`config.mk`:
```
export PLATFORM = sky130hd
export DESIGN_NAME = lif_neuron_array_update_flat
export DESIGN_NICKNAME = d
export VERILOG_FILES = /design/src/hdl/lif_pkg.sv /design/src/hdl/lif_if.sv /design/src/hdl/lif_ctrl.sv /design/src/hdl/lif_dpath.sv /design/src/hdl/lif_neuron_array_update.sv /design/src/flat_wrapper.sv
export SDC_FILE = /design/constraint.sdc
export NUM_CORES = 2
export LEC_CHECK = 0
export ABC_CLOCK_PERIOD_IN_PS = 12000
export BUFFER_PORTS_ARGS = -buffer_cell sky130_fd_sc_hd__buf_2
export CORE_MARGIN = 2
export CORE_UTILIZATION = 46
export CTS_BUF_LIST = sky130_fd_sc_hd__clkbuf_16
export DETAILED_ROUTE_END_ITERATION = 7
export GPL_ROUTABILITY_DRIVEN = 0
export PLACE_DENSITY = 0.62
export SLEW_MARGIN = 40
export SYNTH_ARGS = -nofsm -noshare
export SYNTH_HDL_FRONTEND = slang
export SYNTH_HIERARCHICAL = 1
export SYNTH_SLANG_ARGS = --single-unit
```
`constraint.sdc`:
```
create_clock -name clk -period 12 [get_ports clk]
set_input_delay 0.6 -clock clk [delete_from_list [all_inputs] [get_ports clk]]
set_output_delay 0.6 -clock clk [all_outputs]
set_load 0.01 [all_outputs]
```
`src/hdl/lif_pkg.sv`:
```
// Shared types and constants for the LIF neuron array block.
// No dependencies; imported by every module and by the testbench.
package lif_pkg;

    localparam int NEURONS_DEF = 64;

    localparam int CFG_IDX_W = 2;
    localparam int CFG_DATA_W = 16;

    // configuration register indexes
    localparam logic [CFG_IDX_W-1:0] CFG_REST  = 2'd0;
    localparam logic [CFG_IDX_W-1:0] CFG_THR   = 2'd1;
    localparam logic [CFG_IDX_W-1:0] CFG_SCALE = 2'd2;
    localparam logic [CFG_IDX_W-1:0] CFG_REFR  = 2'd3;

    // register reset values
    localparam logic signed [15:0] REST_RST  = -16'sd3932;
    localparam logic signed [15:0] THR_RST   = -16'sd3277;
    localparam logic [15:0]        SCALE_RST = 16'd328;
    localparam logic [15:0]        REFR_RST  = 16'd50;

    // membrane value every entry takes after reset
    localparam logic signed [15:0] MEM_RST = -16'sd3932;

    typedef enum logic [1:0] {
        FN_TICK   = 2'd0,
        FN_SET_BG = 2'd1,
        FN_LOAD   = 2'd2,
        FN_READ   = 2'd3
    } func_t;

    typedef enum logic [2:0] {
        ST_CLEAR,
        ST_IDLE,
        ST_READ,
        ST_CALC,
        ST_WRITE
    } ctl_state_t;

    typedef struct packed {
        logic signed [15:0] mem;
        logic [15:0]        refc;
        logic signed [15:0] bg;
    } neuron_word_t;

    // controller -> datapath
    typedef struct packed {
        logic take_item;
        logic cnt_clr;
        logic cnt_inc;
        logic clr_wr;
        logic rd_en;
        logic calc_en;
        logic upd_en;
    } ctl_cmd_t;

    // datapath -> controller
    typedef struct packed {
        logic is_tick;
        logic cnt_last;
        logic out_free;
    } ctl_sts_t;

endpackage

```
`src/hdl/lif_if.sv`:
```
// Valid/ready channel interfaces for command words and result words.
// Does not depend on lif_pkg.
interface lif_cmd_if;
    logic               valid;
    logic               ready;
    logic [1:0]         func;
    logic [5:0]         neuron;
    logic signed [15:0] value;
    logic [15:0]        ref_load;

    modport source (output valid, output func, output neuron, output value,
                    output ref_load, input ready);
    modport sink (input valid, input func, input neuron, input value,
                  input ref_load, output ready);
endinterface

interface lif_res_if;
    logic               valid;
    logic               ready;
    logic [5:0]         out_neuron;
    logic               spiked;
    logic signed [15:0] membrane;
    logic [15:0]        ref_count;
    logic signed [15:0] background;
    logic               last;

    modport source (output valid, output out_neuron, output spiked, output membrane,
                    output ref_count, output background, output last, input ready);
    modport sink (input valid, input out_neuron, input spiked, input membrane,
                  input ref_count, input background, input last, output ready);
endinterface

```
`src/hdl/lif_ctrl.sv`:
```
// Sequencer for the LIF neuron array: clear pass, accept, read/calc/write per neuron.
// Depends on lif_pkg (state enum, command and status structs).
module lif_ctrl (
    input  logic              clk,
    input  logic              rst_n,
    input  logic              cmd_valid,
    output logic              cmd_ready,
    input  lif_pkg::ctl_sts_t sts,
    output lif_pkg::ctl_cmd_t ctl
);
    import lif_pkg::*;

    ctl_state_t state_reg;
    ctl_state_t state_next;

    always_ff @(posedge clk or negedge rst_n)
    begin
        if (!rst_n)
        begin
            state_reg <= ST_CLEAR;
        end
        else
        begin
            state_reg <= state_next;
        end
    end

    always_comb
    begin
        state_next = state_reg;
        case (state_reg)
            ST_CLEAR:
            begin
                if (sts.cnt_last)
                begin
                    state_next = ST_IDLE;
                end
            end
            ST_IDLE:
            begin
                if (cmd_valid)
                begin
                    state_next = ST_READ;
                end
            end
            ST_READ:
            begin
                state_next = ST_CALC;
            end
            ST_CALC:
            begin
                state_next = ST_WRITE;
            end
            ST_WRITE:
            begin
                if (sts.out_free)
                begin
                    if (sts.is_tick && !sts.cnt_last)
                    begin
                        state_next = ST_READ;
                    end
                    else
                    begin
                        state_next = ST_IDLE;
                    end
                end
            end
            default:
            begin
                state_next = ST_IDLE;
            end
        endcase
    end

    always_comb
    begin
        ctl       = '0;
        cmd_ready = 1'b0;
        case (state_reg)
            ST_CLEAR:
            begin
                ctl.clr_wr  = 1'b1;
                ctl.cnt_clr = sts.cnt_last;
                ctl.cnt_inc = !sts.cnt_last;
            end
            ST_IDLE:
            begin
                cmd_ready     = 1'b1;
                ctl.take_item = cmd_valid;
                ctl.cnt_clr   = cmd_valid;
            end
            ST_READ:
            begin
                ctl.rd_en = 1'b1;
            end
            ST_CALC:
            begin
                ctl.calc_en = 1'b1;
            end
            ST_WRITE:
            begin
                ctl.upd_en  = sts.out_free;
                ctl.cnt_inc = sts.out_free && sts.is_tick && !sts.cnt_last;
            end
            default:
            begin
                ctl = '0;
            end
        endcase
    end

endmodule

```
`src/hdl/lif_dpath.sv`:
```
// Datapath: config registers, neuron state memory, Euler update and result register.
// Depends on lif_pkg and lif_res_if; driven by lif_ctrl commands.
module lif_dpath #(
    parameter int NEURONS = lif_pkg::NEURONS_DEF
) (
    input  logic                              clk,
    input  logic                              rst_n,
    input  logic                              cfg_we,
    input  logic [lif_pkg::CFG_IDX_W-1:0]     cfg_index,
    input  logic [lif_pkg::CFG_DATA_W-1:0]    cfg_data,
    input  logic [1:0]                        cmd_func,
    input  logic [5:0]                        cmd_neuron,
    input  logic signed [15:0]                cmd_value,
    input  logic [15:0]                       cmd_ref_load,
    input  lif_pkg::ctl_cmd_t                 ctl,
    output lif_pkg::ctl_sts_t                 sts,
    lif_res_if.source                         res
);
    import lif_pkg::*;

    localparam int AW = (NEURONS > 1) ? $clog2(NEURONS) : 1;

    // configuration
    logic signed [15:0] rest_reg;
    logic signed [15:0] thr_reg;
    logic [15:0]        scale_reg;
    logic [15:0]        refr_reg;

    always_ff @(posedge clk or negedge rst_n)
    begin
        if (!rst_n)
        begin
            rest_reg  <= REST_RST;
            thr_reg   <= THR_RST;
            scale_reg <= SCALE_RST;
            refr_reg  <= REFR_RST;
        end
        else if (cfg_we)
        begin
            case (cfg_index)
                CFG_REST:  rest_reg  <= $signed(cfg_data[15:0]);
                CFG_THR:   thr_reg   <= $signed(cfg_data[15:0]);
                CFG_SCALE: scale_reg <= cfg_data[15:0];
                CFG_REFR:  refr_reg  <= cfg_data[15:0];
                default:   ;
            endcase
        end
    end

    // captured command word
    func_t              func_reg;
    logic [5:0]         idx_reg;
    logic signed [15:0] value_reg;
    logic [15:0]        rl_reg;

    always_ff @(posedge clk)
    begin
        if (ctl.take_item)
        begin
            func_reg  <= func_t'(cmd_func);
            idx_reg   <= cmd_neuron;
            value_reg <= cmd_value;
            rl_reg    <= cmd_ref_load;
        end
    end

    // neuron walk counter (also sweeps the clear pass)
    logic [AW-1:0] cnt_reg;

    always_ff @(posedge clk or negedge rst_n)
    begin
        if (!rst_n)
        begin
            cnt_reg <= '0;
        end
        else if (ctl.cnt_clr)
        begin
            cnt_reg <= '0;
        end
        else if (ctl.cnt_inc)
        begin
            cnt_reg <= cnt_reg + AW'(1);
        end
    end

    logic is_tick;
    logic in_range;
    logic cnt_last;
    logic [AW-1:0] addr;

    assign is_tick  = (func_reg == FN_TICK);
    assign in_range = (32'(idx_reg) < NEURONS);
    assign cnt_last = (cnt_reg == AW'(NEURONS - 1));
    assign addr     = (is_tick || ctl.clr_wr) ? cnt_reg : AW'(idx_reg);

    // state memory
    neuron_word_t mem_arr [NEURONS];
    neuron_word_t rd_word_reg;
    neuron_word_t wr_word;
    logic         wr_en;
    neuron_word_t rst_word;

    assign rst_word = '{mem: MEM_RST, refc: 16'd0, bg: 16'sd0};

    always_ff @(posedge clk)
    begin
        if (wr_en)
        begin
            mem_arr[addr] <= ctl.clr_wr ? rst_word : wr_word;
        end
        if (ctl.rd_en)
        begin
            rd_word_reg <= mem_arr[addr];
        end
    end

    // Euler step, product registered
    logic signed [17:0] diff;
    logic signed [34:0] prod_reg;

    assign diff = 18'(rest_reg) - 18'(rd_word_reg.mem) + 18'(rd_word_reg.bg);

    always_ff @(posedge clk)
    begin
        if (ctl.calc_en)
        begin
            prod_reg <= 35'(diff) * 35'($signed({1'b0, scale_reg}));
        end
    end

    logic signed [18:0] step;
    logic signed [19:0] sum;
    logic signed [15:0] sat_mem;
    logic               spk;
    neuron_word_t       tick_word;

    // upper bits of the product are the floor of the shift by 16
    assign step = prod_reg[34:16];
    assign sum  = 20'(rd_word_reg.mem) + 20'(step);

    always_comb
    begin
        if (sum > 20'sd32767)
        begin
            sat_mem = 16'sh7fff;
        end
        else if (sum < -20'sd32768)
        begin
            sat_mem = -16'sh8000;
        end
        else
        begin
            sat_mem = sum[15:0];
        end
    end

    always_comb
    begin
        tick_word = rd_word_reg;
        spk       = 1'b0;
        if (rd_word_reg.refc != 16'd0)
        begin
            tick_word.refc = rd_word_reg.refc - 16'd1;
            tick_word.mem  = rest_reg;
        end
        else if (sat_mem > thr_reg)
        begin
            spk            = 1'b1;
            tick_word.mem  = rest_reg;
            tick_word.refc = refr_reg;
        end
        else
        begin
            tick_word.mem = sat_mem;
        end
    end

    always_comb
    begin
        wr_word = rd_word_reg;
        case (func_reg)
            FN_TICK:   wr_word = tick_word;
            FN_SET_BG: wr_word.bg = value_reg;
            FN_LOAD:
            begin
                wr_word.mem  = value_reg;
                wr_word.refc = rl_reg;
            end
            FN_READ:   wr_word = rd_word_reg;
            default:   wr_word = rd_word_reg;
        endcase
    end

    assign wr_en = ctl.clr_wr || (ctl.upd_en && (is_tick || in_range));

    // result register
    logic               res_valid_reg;
    logic [5:0]         res_neuron_reg;
    logic               res_spiked_reg;
    logic signed [15:0] res_mem_reg;
    logic [15:0]        res_ref_reg;
    logic signed [15:0] res_bg_reg;
    logic               res_last_reg;
    logic               out_free;

    assign out_free = !res_valid_reg || res.ready;

    always_ff @(posedge clk or negedge rst_n)
    begin
        if (!rst_n)
        begin
            res_valid_reg <= 1'b0;
        end
        else if (ctl.upd_en)
        begin
            res_valid_reg <= 1'b1;
        end
        else if (res.ready)
        begin
            res_valid_reg <= 1'b0;
        end
    end

    always_ff @(posedge clk)
    begin
        if (ctl.upd_en)
        begin
            res_neuron_reg <= is_tick ? 6'(cnt_reg) : idx_reg;
            res_spiked_reg <= is_tick && spk;
            res_last_reg   <= !is_tick || cnt_last;
            if (is_tick || in_range)
            begin
                res_mem_reg <= wr_word.mem;
                res_ref_reg <= wr_word.refc;
                res_bg_reg  <= wr_word.bg;
            end
            else
            begin
                res_mem_reg <= '0;
                res_ref_reg <= '0;
                res_bg_reg  <= '0;
            end
        end
    end

    assign res.valid      = res_valid_reg;
    assign res.out_neuron = res_neuron_reg;
    assign res.spiked     = res_spiked_reg;
    assign res.membrane   = res_mem_reg;
    assign res.ref_count  = res_ref_reg;
    assign res.background = res_bg_reg;
    assign res.last       = res_last_reg;

    assign sts.is_tick  = is_tick;
    assign sts.cnt_last = cnt_last;
    assign sts.out_free = out_free;

endmodule

```
`src/hdl/lif_neuron_array_update.sv`:
```
// Top level of the LIF neuron array: controller plus datapath.
// Depends on lif_pkg, lif_if (lif_cmd_if, lif_res_if), lif_ctrl and lif_dpath.
//
// Array of NEURONS current-based leaky integrate-and-fire neurons, each with a
// membrane value, refractory countdown and background current held in one
// single-port state memory. A tick command (func 0) walks every neuron in index
// order and returns one result word per neuron, last set on the final one; the
// other commands set a background current, load a membrane and count, or read a
// neuron back, each returning one word. Indexes at or beyond NEURONS return a
// zeroed word and change nothing. One command is worked on at a time. Each
// neuron passes through a read, a multiply and a write step on the state
// memory, after the command has been accepted in the idle state; a stalled
// result port holds the write step only while the result register is still
// full. After reset the block runs a clearing pass over every memory entry
// with cmd.ready low; configuration writes are taken at any time and should
// only be issued while the block is idle.
module lif_neuron_array_update #(
    parameter int NEURONS = lif_pkg::NEURONS_DEF
) (
    input  logic                           clk,
    input  logic                           rst_n,
    input  logic                           cfg_we,
    input  logic [lif_pkg::CFG_IDX_W-1:0]  cfg_index,
    input  logic [lif_pkg::CFG_DATA_W-1:0] cfg_data,
    lif_cmd_if.sink                        cmd,
    lif_res_if.source                      res
);
    import lif_pkg::*;

    ctl_cmd_t ctl;
    ctl_sts_t sts;
    logic     cmd_ready;

    // sequencer: clear pass, command accept, per-neuron read/calc/write
    lif_ctrl u_ctrl (
        .clk       (clk),
        .rst_n     (rst_n),
        .cmd_valid (cmd.valid),
        .cmd_ready (cmd_ready),
        .sts       (sts),
        .ctl       (ctl)
    );

    assign cmd.ready = cmd_ready;

    // config regs, state memory, Euler arithmetic, result register
    lif_dpath #(
        .NEURONS (NEURONS)
    ) u_dpath (
        .clk          (clk),
        .rst_n        (rst_n),
        .cfg_we       (cfg_we),
        .cfg_index    (cfg_index),
        .cfg_data     (cfg_data),
        .cmd_func     (cmd.func),
        .cmd_neuron   (cmd.neuron),
        .cmd_value    (cmd.value),
        .cmd_ref_load (cmd.ref_load),
        .ctl          (ctl),
        .sts          (sts),
        .res          (res)
    );

    // one command at a time: no accept right after an accept
    a_one_at_a_time: assert property (@(posedge clk) disable iff (!rst_n)
        cmd.valid && cmd.ready |=> !cmd.ready)
        else $error("command accepted while previous one in flight");

    // a pending non-final word means a tick is still walking
    a_tick_blocks: assert property (@(posedge clk) disable iff (!rst_n)
        res.valid && !res.last |-> !cmd.ready)
        else $error("command port open during tick");

    // a spike on a final word can only be the top neuron of a tick
    a_spike_last: assert property (@(posedge clk) disable iff (!rst_n)
        res.valid && res.last && res.spiked |-> res.out_neuron == 6'(NEURONS - 1))
        else $error("spike flagged on non-tick result");

endmodule

```
`src/flat_wrapper.sv`:
```
// flat-port wrapper written by rule: the top's interface ports become plain ports
module lif_neuron_array_update_flat import lif_pkg::*;
#(
    parameter int NEURONS = lif_pkg::NEURONS_DEF
)
  (clk, rst_n, cfg_we, cfg_index, cfg_data, cmd_valid, cmd_func, cmd_neuron, cmd_value, cmd_ref_load, cmd_ready, res_valid, res_out_neuron, res_spiked, res_membrane, res_ref_count, res_background, res_last, res_ready);
  lif_cmd_if cmd_i ();
  lif_res_if res_i ();
  input  logic clk;
  input  logic rst_n;
  input  logic cfg_we;
  input  logic [lif_pkg::CFG_IDX_W-1:0] cfg_index;
  input  logic [lif_pkg::CFG_DATA_W-1:0] cfg_data;
  input wire logic [$bits(cmd_i.valid)-1:0] cmd_valid;
  input wire logic [$bits(cmd_i.func)-1:0] cmd_func;
  input wire logic [$bits(cmd_i.neuron)-1:0] cmd_neuron;
  input wire logic [$bits(cmd_i.value)-1:0] cmd_value;
  input wire logic [$bits(cmd_i.ref_load)-1:0] cmd_ref_load;
  output wire logic [$bits(cmd_i.ready)-1:0] cmd_ready;
  output wire logic [$bits(res_i.valid)-1:0] res_valid;
  output wire logic [$bits(res_i.out_neuron)-1:0] res_out_neuron;
  output wire logic [$bits(res_i.spiked)-1:0] res_spiked;
  output wire logic [$bits(res_i.membrane)-1:0] res_membrane;
  output wire logic [$bits(res_i.ref_count)-1:0] res_ref_count;
  output wire logic [$bits(res_i.background)-1:0] res_background;
  output wire logic [$bits(res_i.last)-1:0] res_last;
  input wire logic [$bits(res_i.ready)-1:0] res_ready;
  assign cmd_i.valid = cmd_valid;
  assign cmd_i.func = cmd_func;
  assign cmd_i.neuron = cmd_neuron;
  assign cmd_i.value = cmd_value;
  assign cmd_i.ref_load = cmd_ref_load;
  assign cmd_ready = cmd_i.ready;
  assign res_valid = res_i.valid;
  assign res_out_neuron = res_i.out_neuron;
  assign res_spiked = res_i.spiked;
  assign res_membrane = res_i.membrane;
  assign res_ref_count = res_i.ref_count;
  assign res_background = res_i.background;
  assign res_last = res_i.last;
  assign res_i.ready = res_ready;
  lif_neuron_array_update #(.NEURONS(NEURONS)) u_core (.clk(clk), .rst_n(rst_n), .cfg_we(cfg_we), .cfg_index(cfg_index), .cfg_data(cfg_data), .cmd(cmd_i), .res(res_i));
endmodule
```
-- Yosys cells after proc, flatten, opt, wreduce, memory -nomap -nowiden
Memories as Yosys holds them, arrays and structs flattened. A register that Yosys moved wholly into a read port is not among the register bits.
Cells that the tools add are included.
- register bits: 205
- output and inout bits: 58
- memories: 1
- RAM bits: 3072
- word-level logic and storage cells: 94
- memory bits (read-only): 0
- latch bits: 0
- multiply operators: 1
- multiplexer cells: 31
- magnitude comparators: 3
- $add $sub $neg: 5
- reductions and logical operators: 22
- divide/modulo/power cells: 0
- eq/ne operators: 13
- shift-type cells: 0
- bitwise logic cells: 0
- memories (name ; depth ; bits a word ; rd ports ; clocked after Yosys merged registers in ; wr ports ; line ; text):
    u_core.u_dpath.mem_arr ; 64 ; 48 ; 1 ; 1 ; 1 ; lif_dpath.sv:97 ; neuron_word_t mem_arr [NEURONS];
- operator list (kind ; number):
    $mux W16 ; 5
    $pmux W32 S2 ; 1
    $mux W48 ; 1
    $mul A18 B17 Y35 ; 1
    $mux W32 ; 1
    $mux W6 ; 4
    $add A16 B19 Y20 ; 1
    $gt A20 B16 Y1 const B ; 1
    $lt A20 B16 Y1 const B ; 1
    $add A17 B16 Y18 ; 1
    $sub A16 B16 Y17 ; 1
    $gt A16 B16 Y1 ; 1
    $reduce_bool A16 Y1 ; 1
    $sub A16 B1 Y16 const B ; 1
    $pmux W3 S5 ; 1
    $mux W1 ; 12
    $mux W3 ; 3
    $reduce_and A2 Y1 ; 4
    $add A6 B1 Y6 const B ; 1
    $eq A2 B2 Y1 const B ; 3
    $eq A3 B2 Y1 const B ; 2
    $eq A6 B6 Y1 const B ; 1
    $ne A2 B2 Y1 const B ; 3
    $eq A2 B1 Y1 const B ; 2
    other kinds (11) ; 22

-- Depth between registers and ports, before layout
- depth in word-level cells: 9
- depth in mapped cells: 36
- gate-level depth less buffers: 35

-- Hierarchy
Netlist, hierarchy kept.
- by module, submodules not included (module ; instances ; cells each ; area each (um2)):
    lif_dpath ; 1 ; 8093 ; 133953.5
    lif_ctrl ; 1 ; 27 ; 221.5

-- Worst setup path before layout
OpenSTA, ideal clock, no wires.
- path kind: register -> register
- from: register u_core.u_dpath.rest_reg[2]
- to: register u_core.u_dpath.prod_reg[33], data pin
- stages on the path, launching flop included: 33
- data required time: 11.805 ns
- setup slack: 3.446 ns
- arrival time: 8.359 ns
- buffers on the path: 1
- period minus slack after synthesis: 8.554 ns
- setup time: 0.195 ns
- cells stage by stage: dfstp_2 inv_1 fa_1 inv_1 ha_1 nor2b_1 o21a_1 o21ai_0 a21oi_1 o21ai_1 a311oi_2 buf_2 mux2i_1 o2111ai_1 fa_1 inv_1 fa_1 fa_1 inv_1 fa_1 fa_1 inv_1 fa_1 inv_1 ha_1 a21o_1 a21o_1 a211o_1 nand2_1 o21ai_0 o221a_2 or4b_2 o311ai_0
- word-level cells in the longest chain between the ends: 3
- ends and longest elaborated chain (item ; line ; text):
    from (decl) ; lif_dpath.sv:24 ; logic signed [15:0] rest_reg;
    from (signal assigned) ; lif_dpath.sv:41 ; CFG_REST: rest_reg <= $signed(cfg_data[15:0]);
    $sub A16 B16 Y17 ; lif_dpath.sv:121 ; assign diff = 18'(rest_reg) - 18'(rd_word_reg.mem) + 18'(rd_word_reg.bg);
    $add A17 B16 Y18 ; lif_dpath.sv:121 ;
    $mul A18 B17 Y35 ; lif_dpath.sv:127 ; prod_reg <= 35'(diff) * 35'($signed({1'b0, scale_reg}));
    to (signal assigned) ; lif_dpath.sv:127 ;
    to (decl) ; lif_dpath.sv:119 ; logic signed [34:0] prod_reg;
Every way passes these cells.
A chain may end at the register's enable or synchronous reset.

-- Final worst setup path
- from: register, netlist name u_core/u_dpath/rd_word_reg[33]
- to: register u_core.u_dpath.prod_reg[33], data pin
- word-level cells in the longest chain between the ends: 3
- ends and longest elaborated chain (item ; line):
    $sub A16 B16 Y17 ; lif_dpath.sv:121
    $add A17 B16 Y18 ; lif_dpath.sv:121
    $mul A18 B17 Y35 ; lif_dpath.sv:127
Every way passes these cells.

==> impl_metrics.ini <==
[yosys]
post_synth_and_or_nand_nor_area_fraction_pct = 4.03
ys_warn_count = 6
ys_ff_latch = 3309
synth-compound-area-share_pct = 12.3
synth.avg_cell_area_sq_um = 16.5
synth_area_leaders = edfxtp_1 (72%), a22oi_1 (8.0%), fa_1 (4.5%), ha_1 (1.4%), nand4_1 (1.3%)
synth_cells = 8120
synthFlopType = edfxtp_1
synth_top_family_by_area = compound AO/OA/AOI/OAI gates
yosysSeqAreaShare_pct = 73.8
synthAdderAreaFrac_pct = 5.84
synth-xor-area-share_pct = 0.503
synth.largest_area_cell = edfxtp_1
yosys.cell_types.count = 95
syn_nets = 8629
synth_top_area_share_pct = 72.4
syn_area_sq_um = 134000
synth_edf_count = 3235
muxShareOfSynthArea_pct = 0.615
async_flop_share_pct = 2.24

[global_routing]
grt-ovfl-total = 0
antenna_found_initial = 31
grt_pass1_wl_um = 624000
grt_max_degree = 106
first_global_vias = 80200
track_usage_pct = 30.0

[clock_network]
cts_resized = 0
cts.htree.levels = 5
cts_buffers = 332
cts_tree = done
cts.clk_slew.worst_paths_ns = 0.06
cts_root_buf = clkbuf_16
ctsHoldBuffers = 40
clk_latency_ns = 0.90
clock_sinks = 3309
cts_setup_buffers = 0
cts_buffer_depth = 4

[detailed_routing]
wl_per_cell_um = 35.7
vias_per_cell = 6.60
first_pass_iters = 6
ant_nets = 0
wl_um = 450000
dr.first_iter.drc_count = 12200
drc_errors = 0
num_vias = 83400

[setup_path]
crit_fanout = 11
startpoint_type = flop
max_stage_delay_ns = 0.70
slowest_stage = fa_1
required_ns = 12.69
cp-end-kind = flop
crit_type = reg2reg
crit_top_cell = fa_1
crit_arrival_ns = 10.40

[status]
status = complete, no violations

[floorplan]
dieArea_sq_um = 296000
chipHeight_um = 544
coreArea_sq_um = 291000
die_w_um = 544
ios = 121
initial_utilization_pct = 46.2
rows = 198

[placement]
port-buffer-count = 120
dp_hpwl_um = 245000

[sta]
worst-slew-pin-transition_ns = 0.961
timing.fmax_mhz = 103
whs_ns = 0.0481
hold_violations = 0
finalMaxSlewViolations = 0
rsz0062_at_grt = false
fin_worst_skew_ns = 0.0420
setup_viol_count_final = 0
fin_crit_ns = 9.71
tns_ns = 0
max_slew_margin_pct = 35.9
period_share_pct = 80.9

[flow_run]
maxCapViolations = 0

[final_layout]
drive_gt1_share_pct = 13.5
areaGrowthSynthToFinish_pct = 14.2
nets = 8962
utilization_pct = 52.7
largest_reg_flops = 3072

[hold_path]
min_path_type = in2reg
layer usage:
| metal | routed length [um] | global-route usage (%) | vias up |
|---|---|---|---|
| li1 | - | - | 33200 |
| met1 | 164000 | 40.1 | 43000 |
| met2 | 205000 | 46.7 | 6103 |
| met3 | 57000 | 7.09 | 1082 |
| met4 | 24000 | 13.5 | 18 |
| met5 | 122 | 0 | - |
cells in the mapped netlist, types with 20 or more instances:
library cell  instances
nor2_1              134
mux2_2               55
buf_1                28
dfrtp_1              51
nor3_1               20
a21o_1               23
nor2b_1              57
a22o_1               81
xor2_1               23
nand2_1             289
o211ai_1             26
a22oi_1            1426
a221oi_1             74
o21ai_0              75
buf_2               238
xnor2_1              54
inv_1               446
nand3_1              42
a41oi_1              96
dfstp_2              23
a31oi_1              88
nand4_1             270
ha_1                145
and2_1               92
fa_1                301
a21oi_1             229
edfxtp_1           3235
and3_1               25
clkbuf_1            216
cell families after synthesis:
logic type,after synthesis
AOI/OAI and AO/OA,2250
xor gates and xnor gates,77
adders and majority gates,446
buffers and inverters,942
DFF,3309
muxes,73
and+or+nand+nor,1023
cells in the final DEF, fill, tap and decap left out, types with 23 or more instances in the layout:
cell and n:
o211ai_1 26, a21oi_1 218, buf_12 23, buf_2 120
mux2_2 55, and3_1 25, buf_8 27, buf_4 232
ha_1 145, a22oi_1 1426, nand3_1 41, clkinv_1 73
buf_16 27, dlygate4sd3_1 40, a22o_1 81, inv_1 515
a31oi_1 88, clkinv_2 46, bufinv_16 31, nand2_1 283
a221oi_1 74, xnor2_1 53, buf_6 25, fa_1 301
clkbuf_16 342, o21ai_1 23, nor2b_1 28, edfxtp_1 3235
and2_1 91, dfrtp_1 47, o21ai_0 55, nor2_4 72
nor2_1 65, dfstp_2 23, nor2b_4 28, a41oi_1 96
nand4_1 270
critical path: cells and delay by family (launching register included):
kind / cells / cell delay (ns)
xor gates and xnor gates: 2 / 0.83
and+or+nand+nor: 5 / 1.66
DFF: 1 / 0.49
AOI/OAI and AO/OA: 9 / 2.42
adders and majority gates: 8 / 3.95
buffers and inverters: 3 / 0.14
cell type report:
class	instances	area (sq um)
Clock buffer	342	8560
Clock inverter	251	2010
Antenna cell	17	42.5
Fill cell	22900	137000
Inverter	447	1680
Sequential cell	3309	99000
Multi-Input combinational cell	3869	32400
Timing Repair Buffer	494	4630
Tap cell	3900	4880
metrics by stage:
step                std cells  instance area (sq um)  worst slack, ns
finish                  12600                 153000             2.29
global route            12600                 153000             1.89
CTS                     12600                 153000             2.39
detailed placement      12000                 142000             2.46
global placement        11900                 141000             2.27
floorplan                8120                 134000             3.45
path summary, 6_finish.rpt:
kind	startpoint	end	slack, ns	cells past startpoint
max in group asynchronous	rst_n	u_core/u_dpath/thr_reg[7]$_DFFE_PN0P_	10.67	3
min	cfg_data[15]	u_core/u_dpath/rest_reg[15]$_DFFE_PN1P_	0.05	3
max	u_core/u_dpath/rd_word_reg[33]$_DFFE_PP_	u_core/u_dpath/prod_reg[33]$_DFFE_PP_	2.29	27
min in group asynchronous	rst_n	u_core/u_dpath/scale_reg[15]$_DFFE_PN0P_	0.20	2
max reg2reg	u_core/u_dpath/rd_word_reg[33]$_DFFE_PP_	u_core/u_dpath/prod_reg[33]$_DFFE_PP_	2.29	27
min reg2reg	u_core/u_dpath/thr_reg[10]$_DFFE_PN0P_	u_core/u_dpath/thr_reg[10]$_DFFE_PN0P_	0.51	1
Power is left out: the tool's default activity adds up to more than one toggle a clock period on the data nets, which glitch-free logic cannot reach.
